## config.mk

```make
export PLATFORM = sky130hd
export DESIGN_NAME = gb2312_font_rom_fetcher_flat
export DESIGN_NICKNAME = d
export VERILOG_FILES = /design/src/hdl/gbf_pkg.sv /design/src/hdl/gbf_if.sv /design/src/hdl/gbf_front.sv /design/src/hdl/gbf_queue.sv /design/src/hdl/gbf_back.sv /design/src/hdl/gb2312_font_rom_fetcher.sv /design/src/flat_wrapper.sv
export SDC_FILE = /design/constraint.sdc
export NUM_CORES = 1
export LEC_CHECK = 0
export BUFFER_PORTS_ARGS = -buffer_cell sky130_fd_sc_hd__buf_2
export CORE_ASPECT_RATIO = 1.75
export CORE_MARGIN = 5
export CORE_UTILIZATION = 58
export DETAILED_ROUTE_END_ITERATION = 8
export PLACE_DENSITY_LB_ADDON = 0.3
export SETUP_SLACK_MARGIN = 0.5
export SYNTH_ARGS = -nofsm -noshare
export SYNTH_HDL_FRONTEND = slang
export SYNTH_SLANG_ARGS = --single-unit
export TNS_END_PERCENT = 30
```

## constraint.sdc

```tcl
create_clock -name clk -period 8.1 [get_ports clk]
set_input_delay 1.62 -clock clk [delete_from_list [all_inputs] [get_ports clk]]
set_output_delay 1.62 -clock clk [all_outputs]
set_load 0.1 [all_outputs]
```

## src/hdl/gbf_pkg.sv

```systemverilog
// shared types and constants of the gb2312 font rom fetcher
`timescale 1ns / 1ps
`default_nettype none

package gbf_pkg;

    // input kinds
    localparam logic KIND_BEGIN = 1'b0;
    localparam logic KIND_TEXT  = 1'b1;

    // byte classes
    localparam logic [7:0] HANZI_LO   = 8'hB0;
    localparam logic [7:0] HANZI_HI   = 8'hF7;
    localparam logic [7:0] SYM_LO     = 8'hA1;
    localparam logic [7:0] SYM_HI     = 8'hA3;
    localparam logic [7:0] TRAIL_MIN  = 8'hA1;
    localparam logic [7:0] ASCII_LO   = 8'h20;
    localparam logic [7:0] ASCII_HI   = 8'h7E;
    localparam logic [7:0] END_BYTE   = 8'h00;

    // glyph table geometry
    localparam int          ROW_BITS     = 7;
    localparam int          IDX_BITS     = 13;
    localparam int          OFFSET_BITS  = 18;
    localparam logic [IDX_BITS-1:0] ROW_CELLS    = 13'd94;
    localparam logic [IDX_BITS-1:0] HANZI_SKIP   = 13'd846;
    localparam logic [7:0]  WIDE_STEP    = 8'd16;
    localparam logic [7:0]  NARROW_STEP  = 8'd8;
    localparam logic [5:0]  WIDE_LENGTH  = 6'd32;
    localparam logic [5:0]  NARROW_LENGTH = 6'd16;

    // configuration
    localparam int          CFG_ADDR_BITS  = 3;
    localparam logic        REG_CJK_BASE   = 1'b0;
    localparam logic        REG_ASCII_BASE = 1'b1;
    localparam logic [23:0] ASCII_BASE_RESET = 24'h03CF80;

    // rom command
    localparam logic [7:0] READ_OPCODE = 8'h03;
    localparam logic [1:0] BEAT_OPCODE = 2'd0;
    localparam logic [1:0] BEAT_ADDR_HI = 2'd1;
    localparam logic [1:0] BEAT_ADDR_MID = 2'd2;
    localparam logic [1:0] BEAT_ADDR_LO = 2'd3;

    // glyph queue
    localparam int QUEUE_DEPTH = 2;

    typedef struct packed {
        logic [23:0] addr;
        logic        wide;
        logic [7:0]  column;
    } glyph_t;

endpackage

`default_nettype wire

```

## src/hdl/gbf_if.sv

```systemverilog
// text and rom command channel interfaces
`timescale 1ns / 1ps
`default_nettype none

interface gbf_text_if;
    logic       valid;
    logic       ready;
    logic       kind;
    logic [7:0] text_byte;
    logic [7:0] start_column;

    modport source (output valid, kind, text_byte, start_column, input ready);
    modport sink   (input valid, kind, text_byte, start_column, output ready);
endinterface

interface gbf_cmd_if;
    logic        valid;
    logic        ready;
    logic [7:0]  tx_byte;
    logic [23:0] glyph_address;
    logic [5:0]  read_length;
    logic [7:0]  glyph_column;
    logic        wide_glyph;
    logic        last;

    modport source (output valid, tx_byte, glyph_address, read_length, glyph_column,
                    wide_glyph, last, input ready);
    modport sink   (input valid, tx_byte, glyph_address, read_length, glyph_column,
                    wide_glyph, last, output ready);
endinterface

`default_nettype wire

```

## src/hdl/gbf_front.sv

```systemverilog
// text decoder: lead byte tracking, column tracking and glyph address
`timescale 1ns / 1ps
`default_nettype none

module gbf_front #(
    parameter int ADDR_BITS = 24
) (
    input  wire                 clk,
    input  wire                 rst_n,
    gbf_text_if.sink            text,
    input  wire [23:0]          cjk_base,
    input  wire [23:0]          ascii_base,
    output gbf_pkg::glyph_t     push_data,
    output logic                push_valid,
    input  wire                 push_ready
);

    logic                               lead_pending_reg, lead_pending_next;
    logic [7:0]                         lead_byte_reg, lead_byte_next;
    logic [7:0]                         column_reg, column_next;
    logic                               s1_valid_reg;
    logic [gbf_pkg::OFFSET_BITS-1:0]    s1_offset_reg, s1_offset_next;
    logic                               s1_wide_reg, s1_wide_next;
    logic [7:0]                         s1_column_reg;

    logic       in_fire;
    logic       is_text;
    logic       pair_hit;
    logic       is_lead;
    logic       is_print;
    logic       glyph_now;
    logic       hanzi;
    logic [gbf_pkg::ROW_BITS-1:0]   row;
    logic [gbf_pkg::ROW_BITS-1:0]   trail_idx;
    logic [gbf_pkg::IDX_BITS-1:0]   idx;
    logic [ADDR_BITS-1:0]           addr_full;

    assign text.ready = !s1_valid_reg || push_ready;
    assign in_fire    = text.valid && text.ready;
    assign is_text    = (text.kind == gbf_pkg::KIND_TEXT);

    always_comb
    begin
        pair_hit  = lead_pending_reg && (text.text_byte >= gbf_pkg::TRAIL_MIN);
        is_lead   = text.text_byte inside {[gbf_pkg::HANZI_LO:gbf_pkg::HANZI_HI],
                                           [gbf_pkg::SYM_LO:gbf_pkg::SYM_HI]};
        is_print  = text.text_byte inside {[gbf_pkg::ASCII_LO:gbf_pkg::ASCII_HI]};
        glyph_now = is_text && (pair_hit || (!is_lead && is_print));

        // double-byte index: row of 94 cells, hanzi after the symbol area
        hanzi     = (lead_byte_reg >= gbf_pkg::HANZI_LO);
        row       = hanzi ? gbf_pkg::ROW_BITS'(lead_byte_reg - gbf_pkg::HANZI_LO)
                          : gbf_pkg::ROW_BITS'(lead_byte_reg - gbf_pkg::SYM_LO);
        trail_idx = gbf_pkg::ROW_BITS'(text.text_byte - gbf_pkg::TRAIL_MIN);
        idx       = gbf_pkg::IDX_BITS'(row) * gbf_pkg::ROW_CELLS
                  + gbf_pkg::IDX_BITS'(trail_idx)
                  + (hanzi ? gbf_pkg::HANZI_SKIP : '0);

        s1_wide_next   = pair_hit;
        s1_offset_next = pair_hit
            ? {idx, 5'd0}
            : gbf_pkg::OFFSET_BITS'({gbf_pkg::ROW_BITS'(text.text_byte - gbf_pkg::ASCII_LO),
                                     4'd0});

        lead_pending_next = lead_pending_reg;
        lead_byte_next    = lead_byte_reg;
        column_next       = column_reg;
        if (!is_text)
        begin
            lead_pending_next = 1'b0;
            column_next       = text.start_column;
        end
        else
        begin
            lead_pending_next = !pair_hit && is_lead && (text.text_byte != gbf_pkg::END_BYTE);
            if (lead_pending_next)
                lead_byte_next = text.text_byte;
            if (glyph_now)
                column_next = column_reg + (pair_hit ? gbf_pkg::WIDE_STEP
                                                     : gbf_pkg::NARROW_STEP);
        end
    end

    always_ff @(posedge clk or negedge rst_n)
    begin
        if (!rst_n)
        begin
            lead_pending_reg <= 1'b0;
            lead_byte_reg    <= '0;
            column_reg       <= '0;
            s1_valid_reg     <= 1'b0;
        end
        else
        begin
            if (in_fire)
            begin
                lead_pending_reg <= lead_pending_next;
                lead_byte_reg    <= lead_byte_next;
                column_reg       <= column_next;
            end
            if (text.ready)
                s1_valid_reg <= in_fire && glyph_now;
        end
    end

    always_ff @(posedge clk)
    begin
        if (in_fire && glyph_now)
        begin
            s1_offset_reg <= s1_offset_next;
            s1_wide_reg   <= s1_wide_next;
            s1_column_reg <= column_reg;
        end
    end

    // base add, wraps at the rom address width
    assign addr_full = ADDR_BITS'(s1_offset_reg)
                     + ADDR_BITS'(s1_wide_reg ? cjk_base : ascii_base);

    assign push_valid       = s1_valid_reg;
    assign push_data.addr   = 24'(addr_full);
    assign push_data.wide   = s1_wide_reg;
    assign push_data.column = s1_column_reg;

endmodule

`default_nettype wire

```

## src/hdl/gbf_queue.sv

```systemverilog
// short glyph queue between decoder and command serializer
`timescale 1ns / 1ps
`default_nettype none

module gbf_queue (
    input  wire                 clk,
    input  wire                 rst_n,
    input  gbf_pkg::glyph_t     push_data,
    input  wire                 push_valid,
    output logic                push_ready,
    output gbf_pkg::glyph_t     pop_data,
    output logic                pop_valid,
    input  wire                 pop_ready
);

    localparam int PTR_BITS = (gbf_pkg::QUEUE_DEPTH > 1) ? $clog2(gbf_pkg::QUEUE_DEPTH) : 1;
    localparam int CNT_BITS = $clog2(gbf_pkg::QUEUE_DEPTH + 1);

    gbf_pkg::glyph_t        slot_reg [gbf_pkg::QUEUE_DEPTH];
    logic [PTR_BITS-1:0]    wr_ptr_reg, rd_ptr_reg;
    logic [CNT_BITS-1:0]    count_reg;
    logic                   push_fire, pop_fire;

    assign push_ready = (count_reg != CNT_BITS'(gbf_pkg::QUEUE_DEPTH));
    assign pop_valid  = (count_reg != '0);
    assign pop_data   = slot_reg[rd_ptr_reg];
    assign push_fire  = push_valid && push_ready;
    assign pop_fire   = pop_valid && pop_ready;

    always_ff @(posedge clk)
    begin
        if (push_fire)
            slot_reg[wr_ptr_reg] <= push_data;
    end

    always_ff @(posedge clk or negedge rst_n)
    begin
        if (!rst_n)
        begin
            wr_ptr_reg <= '0;
            rd_ptr_reg <= '0;
            count_reg  <= '0;
        end
        else
        begin
            if (push_fire)
                wr_ptr_reg <= (wr_ptr_reg == PTR_BITS'(gbf_pkg::QUEUE_DEPTH - 1))
                              ? '0 : wr_ptr_reg + 1'b1;
            if (pop_fire)
                rd_ptr_reg <= (rd_ptr_reg == PTR_BITS'(gbf_pkg::QUEUE_DEPTH - 1))
                              ? '0 : rd_ptr_reg + 1'b1;
            if (push_fire && !pop_fire)
                count_reg <= count_reg + 1'b1;
            else if (pop_fire && !push_fire)
                count_reg <= count_reg - 1'b1;
        end
    end

endmodule

`default_nettype wire

```

## src/hdl/gbf_back.sv

```systemverilog
// command serializer: four rom beats per glyph
`timescale 1ns / 1ps
`default_nettype none

module gbf_back (
    input  wire                 clk,
    input  wire                 rst_n,
    input  gbf_pkg::glyph_t     pop_data,
    input  wire                 pop_valid,
    output logic                pop_ready,
    gbf_cmd_if.source           cmd
);

    logic               busy_reg;
    logic [1:0]         beat_reg;
    gbf_pkg::glyph_t    glyph_reg;
    logic               out_fire;
    logic               last_beat;
    logic               load;

    assign last_beat = (beat_reg == gbf_pkg::BEAT_ADDR_LO);
    assign out_fire  = cmd.valid && cmd.ready;
    assign pop_ready = !busy_reg || (out_fire && last_beat);
    assign load      = pop_valid && pop_ready;

    always_ff @(posedge clk or negedge rst_n)
    begin
        if (!rst_n)
        begin
            busy_reg <= 1'b0;
            beat_reg <= gbf_pkg::BEAT_OPCODE;
        end
        else
        begin
            if (load)
            begin
                busy_reg <= 1'b1;
                beat_reg <= gbf_pkg::BEAT_OPCODE;
            end
            else if (out_fire)
            begin
                if (last_beat)
                    busy_reg <= 1'b0;
                beat_reg <= beat_reg + 1'b1;
            end
        end
    end

    always_ff @(posedge clk)
    begin
        if (load)
            glyph_reg <= pop_data;
    end

    always_comb
    begin
        case (beat_reg)
            gbf_pkg::BEAT_OPCODE:   cmd.tx_byte = gbf_pkg::READ_OPCODE;
            gbf_pkg::BEAT_ADDR_HI:  cmd.tx_byte = glyph_reg.addr[23:16];
            gbf_pkg::BEAT_ADDR_MID: cmd.tx_byte = glyph_reg.addr[15:8];
            gbf_pkg::BEAT_ADDR_LO:  cmd.tx_byte = glyph_reg.addr[7:0];
            default:                cmd.tx_byte = gbf_pkg::READ_OPCODE;
        endcase
    end

    assign cmd.valid         = busy_reg;
    assign cmd.glyph_address = glyph_reg.addr;
    assign cmd.glyph_column  = glyph_reg.column;
    assign cmd.wide_glyph    = glyph_reg.wide;
    assign cmd.last          = last_beat;
    assign cmd.read_length   = !last_beat ? 6'd0
                             : (glyph_reg.wide ? gbf_pkg::WIDE_LENGTH
                                               : gbf_pkg::NARROW_LENGTH);

endmodule

`default_nettype wire

```

## src/hdl/gb2312_font_rom_fetcher.sv

```systemverilog
// top level of the gb2312 font rom fetcher
`timescale 1ns / 1ps
`default_nettype none

// Turns a GB2312/ASCII text stream, one byte per beat on the text channel,
// into font ROM read commands on the rom_cmd channel. A hanzi or symbol pair
// (lead byte then trail byte 0xA1 or above) gives one 16x16 glyph, a printable
// ASCII byte gives one 8x16 glyph, and every glyph produces four command
// beats: read opcode 0x03, then address bits 23..16, 15..8, 7..0, with last
// and the read length (32 or 16) on the fourth beat. A kind 0 beat sets the
// start column; byte 0 ends a string. Rate: an item that makes no glyph is
// taken every cycle while the decode stage is empty or the glyph queue has
// room; the text side runs ahead into a two-entry glyph queue while each
// glyph's four command beats drain. A text beat passes the decode stage, the
// base add into the queue and the serializer load before its first command
// beat. cjk_base sits at byte address 0 and ascii_base at byte address 4 of
// the APB port; the user must write both only while the block is idle, which
// the block itself does not enforce. ADDR_BITS sets the width at which
// the glyph address wraps; only its low 24 bits are shown and sent.

module gb2312_font_rom_fetcher #(
    parameter int ADDR_BITS = 24
) (
    input  wire                                 clk,
    input  wire                                 rst_n,
    // configuration
    input  wire                                 psel,
    input  wire                                 penable,
    input  wire                                 pwrite,
    input  wire [gbf_pkg::CFG_ADDR_BITS-1:0]    paddr,
    input  wire [31:0]                          pwdata,
    output logic [31:0]                         prdata,
    output logic                                pready,
    // channels
    gbf_text_if.sink                            text,
    gbf_cmd_if.source                           rom_cmd
);

    logic [23:0]        cjk_base_reg;
    logic [23:0]        ascii_base_reg;
    logic               cfg_write;

    gbf_pkg::glyph_t    push_data;
    logic               push_valid;
    logic               push_ready;
    gbf_pkg::glyph_t    pop_data;
    logic               pop_valid;
    logic               pop_ready;

    // apb register file, zero wait states
    assign pready    = 1'b1;
    assign cfg_write = psel && penable && pwrite && pready;

    always_ff @(posedge clk or negedge rst_n)
    begin
        if (!rst_n)
        begin
            cjk_base_reg   <= '0;
            ascii_base_reg <= gbf_pkg::ASCII_BASE_RESET;
        end
        else if (cfg_write)
        begin
            // registers decode on the word address bit only
            if (paddr[2] == gbf_pkg::REG_CJK_BASE)
                cjk_base_reg <= pwdata[23:0];
            else
                ascii_base_reg <= pwdata[23:0];
        end
    end

    assign prdata = (paddr[2] == gbf_pkg::REG_ASCII_BASE) ? {8'd0, ascii_base_reg}
                                                          : {8'd0, cjk_base_reg};

    // front: byte classification, lead/column state, address compute
    gbf_front #(
        .ADDR_BITS  (ADDR_BITS)
    ) u_front (
        .clk        (clk),
        .rst_n      (rst_n),
        .text       (text),
        .cjk_base   (cjk_base_reg),
        .ascii_base (ascii_base_reg),
        .push_data  (push_data),
        .push_valid (push_valid),
        .push_ready (push_ready)
    );

    // decouples decoding from the four-beat command drain
    gbf_queue u_queue (
        .clk        (clk),
        .rst_n      (rst_n),
        .push_data  (push_data),
        .push_valid (push_valid),
        .push_ready (push_ready),
        .pop_data   (pop_data),
        .pop_valid  (pop_valid),
        .pop_ready  (pop_ready)
    );

    // back: opcode and address beats toward the rom
    gbf_back u_back (
        .clk        (clk),
        .rst_n      (rst_n),
        .pop_data   (pop_data),
        .pop_valid  (pop_valid),
        .pop_ready  (pop_ready),
        .cmd        (rom_cmd)
    );

endmodule

`default_nettype wire

```

## src/flat_wrapper.sv

```systemverilog
// flat-port wrapper written by rule: the top's interface ports become plain ports
module gb2312_font_rom_fetcher_flat 
#(
    parameter int ADDR_BITS = 24
)
  (clk, rst_n, psel, penable, pwrite, paddr, pwdata, prdata, pready, text_valid, text_kind, text_text_byte, text_start_column, text_ready, rom_cmd_valid, rom_cmd_tx_byte, rom_cmd_glyph_address, rom_cmd_read_length, rom_cmd_glyph_column, rom_cmd_wide_glyph, rom_cmd_last, rom_cmd_ready);
  gbf_text_if text_i ();
  gbf_cmd_if rom_cmd_i ();
  input  wire clk;
  input  wire rst_n;
  input  wire psel;
  input  wire penable;
  input  wire pwrite;
  input  wire [gbf_pkg::CFG_ADDR_BITS-1:0] paddr;
  input  wire [31:0] pwdata;
  output logic [31:0] prdata;
  output logic pready;
  input wire logic [$bits(text_i.valid)-1:0] text_valid;
  input wire logic [$bits(text_i.kind)-1:0] text_kind;
  input wire logic [$bits(text_i.text_byte)-1:0] text_text_byte;
  input wire logic [$bits(text_i.start_column)-1:0] text_start_column;
  output wire logic [$bits(text_i.ready)-1:0] text_ready;
  output wire logic [$bits(rom_cmd_i.valid)-1:0] rom_cmd_valid;
  output wire logic [$bits(rom_cmd_i.tx_byte)-1:0] rom_cmd_tx_byte;
  output wire logic [$bits(rom_cmd_i.glyph_address)-1:0] rom_cmd_glyph_address;
  output wire logic [$bits(rom_cmd_i.read_length)-1:0] rom_cmd_read_length;
  output wire logic [$bits(rom_cmd_i.glyph_column)-1:0] rom_cmd_glyph_column;
  output wire logic [$bits(rom_cmd_i.wide_glyph)-1:0] rom_cmd_wide_glyph;
  output wire logic [$bits(rom_cmd_i.last)-1:0] rom_cmd_last;
  input wire logic [$bits(rom_cmd_i.ready)-1:0] rom_cmd_ready;
  assign text_i.valid = text_valid;
  assign text_i.kind = text_kind;
  assign text_i.text_byte = text_text_byte;
  assign text_i.start_column = text_start_column;
  assign text_ready = text_i.ready;
  assign rom_cmd_valid = rom_cmd_i.valid;
  assign rom_cmd_tx_byte = rom_cmd_i.tx_byte;
  assign rom_cmd_glyph_address = rom_cmd_i.glyph_address;
  assign rom_cmd_read_length = rom_cmd_i.read_length;
  assign rom_cmd_glyph_column = rom_cmd_i.glyph_column;
  assign rom_cmd_wide_glyph = rom_cmd_i.wide_glyph;
  assign rom_cmd_last = rom_cmd_i.last;
  assign rom_cmd_i.ready = rom_cmd_ready;
  gb2312_font_rom_fetcher #(.ADDR_BITS(ADDR_BITS)) u_core (.clk(clk), .rst_n(rst_n), .psel(psel), .penable(penable), .pwrite(pwrite), .paddr(paddr), .pwdata(pwdata), .prdata(prdata), .pready(pready), .text(text_i), .rom_cmd(rom_cmd_i));
endmodule
```

==> impl_metrics.py <==
metrics = {
    "setup_path": {
        "crit_path_cell_trace": "ha_1, o21ai_1, buf_4, clkinv_1, a21boi_0, ha_1, inv_1, fa_1, fa_1, inv_1, ha_1, nand3_1, o211ai_1, nor2_1, xnor2_1, ha_1, ha_1, nand2_1, o21bai_1, o211ai_1, a211oi_1, xnor3_1, and2_1",
        "crit_top_cell": "ha_1",
        "crit_path_max_fanout": 9,
        "crit_type": "reg2reg",
        "critical-path-top-delay-family": "adder cells",
        "worst-path-buf-inv": 4,
        "cp_data_arrival_time_ps": 6680,
        "cpMaxStageDelayCell": "a21boi_0",
        "start_kind": "register",
        "crit_path_end_kind": "register",
        "max_stage_delay_ps": 830,
        "crit_required_ps": 8290,
    },
    "layout": {
        "multiInputGateArea_sq_um": 4770,
        "final_cell_mix": "mux2_2, edfxtp_1, buf_2",
        "seq_area_sq_um": 5500,
        "drive_above_1_share_pct": 31.8,
        "area_delta_synth_final_pct": 12.9,
        "fin_cells": 1211,
        "nFillCells": 1364,
        "largest_register_ffs": 66,
        "layout_commonest_cell": "mux2_2",
        "final_nets": 1107,
        "postLayoutCoreUtil_pct": 66.7,
    },
    "timing": {
        "period_needed_ps": 6490,
        "final_max_slew_viol_count": 0,
        "setup-violations-final": 0,
        "finalHoldViolations": 0,
        "min_period_over_period_pct": 80.1,
        "skew_ps": 9.52,
        "rsz0062_at_grt": "false",
        "max_slew.worst_pin.slew_ps": 1090,
        "hold_slack_ps": 447,
        "slew_headroom_pct": 27.6,
        "fin_setup_tns_ps": 0,
        "fmax_mhz": 154,
    },
    "routing": {
        "dr.pass1.iters": 4,
        "drt_iter0_drc": 192,
        "num_vias": 6740,
        "routed_via_density": 5.57,
        "wl_per_cell_microns": 17.7,
        "wirelength_microns": 21500,
        "ant_nets": 0,
        "drc": 0,
    },
    "die": {
        "rows": 65,
        "boundaryPins": 142,
        "die_y_microns": 189,
        "coreArea_sq_um": 18100,
        "initial_core_util_pct": 59.0,
        "dieWidth_microns": 112,
        "die-area_sq_um": 21300,
    },
    "synth": {
        "yosysTopAreaCell": "edfxtp_1",
        "avgSynthCellArea_sq_um": 12.6,
        "postSynth.asyncResetShare_pct": 37.4,
        "synth_top_cell_area_share_pct": 34.4,
        "ys_seq_elements": 195,
        "ys_seq_area_share_pct": 51.6,
        "ys_warn_count": 0,
        "syn_area_sq_um": 10700,
        "ys_types": 60,
        "synth_ff_type": "edfxtp_1",
        "synth_cells": 844,
        "synth.area.top_cells": "edfxtp_1, dfrtp_1, mux2_2",
        "synth_edf_count": 122,
    },
    "cts": {
        "cts_made_buffers": 17,
        "path_clk_slew_ps": 70,
        "insertion_delay_ps": 430,
        "ctsHtreeMaxLevel": 4,
        "clock-sinks": 195,
        "root_buffer": "clkbuf_16",
        "clockBufferDepth": 2,
        "postCtsResizedCells": 0,
        "cts_tree": "yes",
        "cts_setup_buffers": 0,
        "postCtsHoldBufs": 0,
    },
    "grt": {
        "track_usage_pct": 21.1,
        "grt-ovfl-total": 0,
        "antenna_found_initial": 1,
        "grt_first_pass_wirelength_microns": 35300,
        "grt_pass1_vias": 7208,
        "grt_max_degree": 74,
    },
    "placed_design": {
        "io_buffers": 118,
        "place_congestion": 0.874,
        "place_inst": 1178,
        "dp_hpwl_microns": 15800,
    },
    "min_path": {
        "hold_class": "reg2reg",
    },
    "outcome": {
        "status": "finished, final reports clean",
    },
    "job": {
        "maxCapViolations": 0,
    },
}
[worst paths after layout]
check,start,endpoint,slack (ps),cells after the start
min reg2reg,u_core.u_front.column_reg[0]$_DFFE_PN0P_,u_core.u_front.s1_column_reg[0]$_DFFE_PP_,450,0
max reg2reg,u_core.u_front.lead_byte_reg[5]$_DFFE_PN0P_,u_core.u_front.s1_offset_reg[17]$_SDFFCE_PN0P_,1610,23
min,u_core.u_front.column_reg[0]$_DFFE_PN0P_,u_core.u_front.s1_column_reg[0]$_DFFE_PP_,450,0
max in group asynchronous,rst_n,u_core.cjk_base_reg[21]$_DFFE_PN0P_,6040,2
min in group asynchronous,rst_n,u_core.u_front.column_reg[3]$_DFFE_PN0P_,1420,2
max,u_core.u_front.lead_byte_reg[5]$_DFFE_PN0P_,u_core.u_front.s1_offset_reg[17]$_SDFFCE_PN0P_,1610,23
[synth_stat cells (6+ instances only)]
master and count:
nand3_1 11, inv_1 62, dfrtp_1 64, mux2_2 130, nor2_1 47, o21ai_0 19
clkbuf_1 16, buf_4 13, edfxtp_1 122, a21o_1 17, dfstp_2 9, and3_1 7
mux2i_1 9, ha_1 68, a211oi_1 10, xor2_1 20, o22ai_1 6, a21oi_1 33
a222oi_1 6, xnor2_1 30, nand2_1 50, fa_1 17
[through the flow]
step	setup WS (ps)	instance area [sq um]
2_1_floorplan	2110	10700
3_3_place_gp	1750	11500
3_5_place_dp	1610	11500
4_1_cts	1600	12000
5_1_grt	1270	12000
6_report	1610	12000
[logic make-up (layout without fill, tap and decap cells)]
kind of cell	count (synthesis)	in the layout	share of synthesized area, %
mux	139	139	14.6
flops	195	195	51.6
compound gates	119	119	7.49
buf+inv	101	222	4.06
simple gates	152	152	6.68
xor+xnor	51	51	4.32
other cells	2	14	0.0705
fa+ha+maj	85	85	11.2
[layer usage]
metal / GRT usage (%) / vias to the layer above / wire length, microns
li1: - / 3245 / -
met1: 21.8 / 3307 / 7760
met2: 41.1 / 154 / 12300
met3: 2.94 / 34 / 693
met4: 9.35 / 0 / 705
met5: 0 / - / 0
[layout make-up]
| class | instances | area share (%) |
|---|---|---|
| flip-flops and latches | 195 | 45.7 |
| multi-input cells | 559 | 39.7 |
| repair buffers | 127 | 5.47 |
| clock buffers | 19 | 3.60 |
| well taps | 234 | 2.43 |
| inverters | 63 | 1.96 |
| clock inverters | 13 | 1.15 |
| diodes | 1 | 0.0208 |
Power is not shown: default switching activity piles up to over one toggle a cycle in this logic, so the estimate is an artifact.
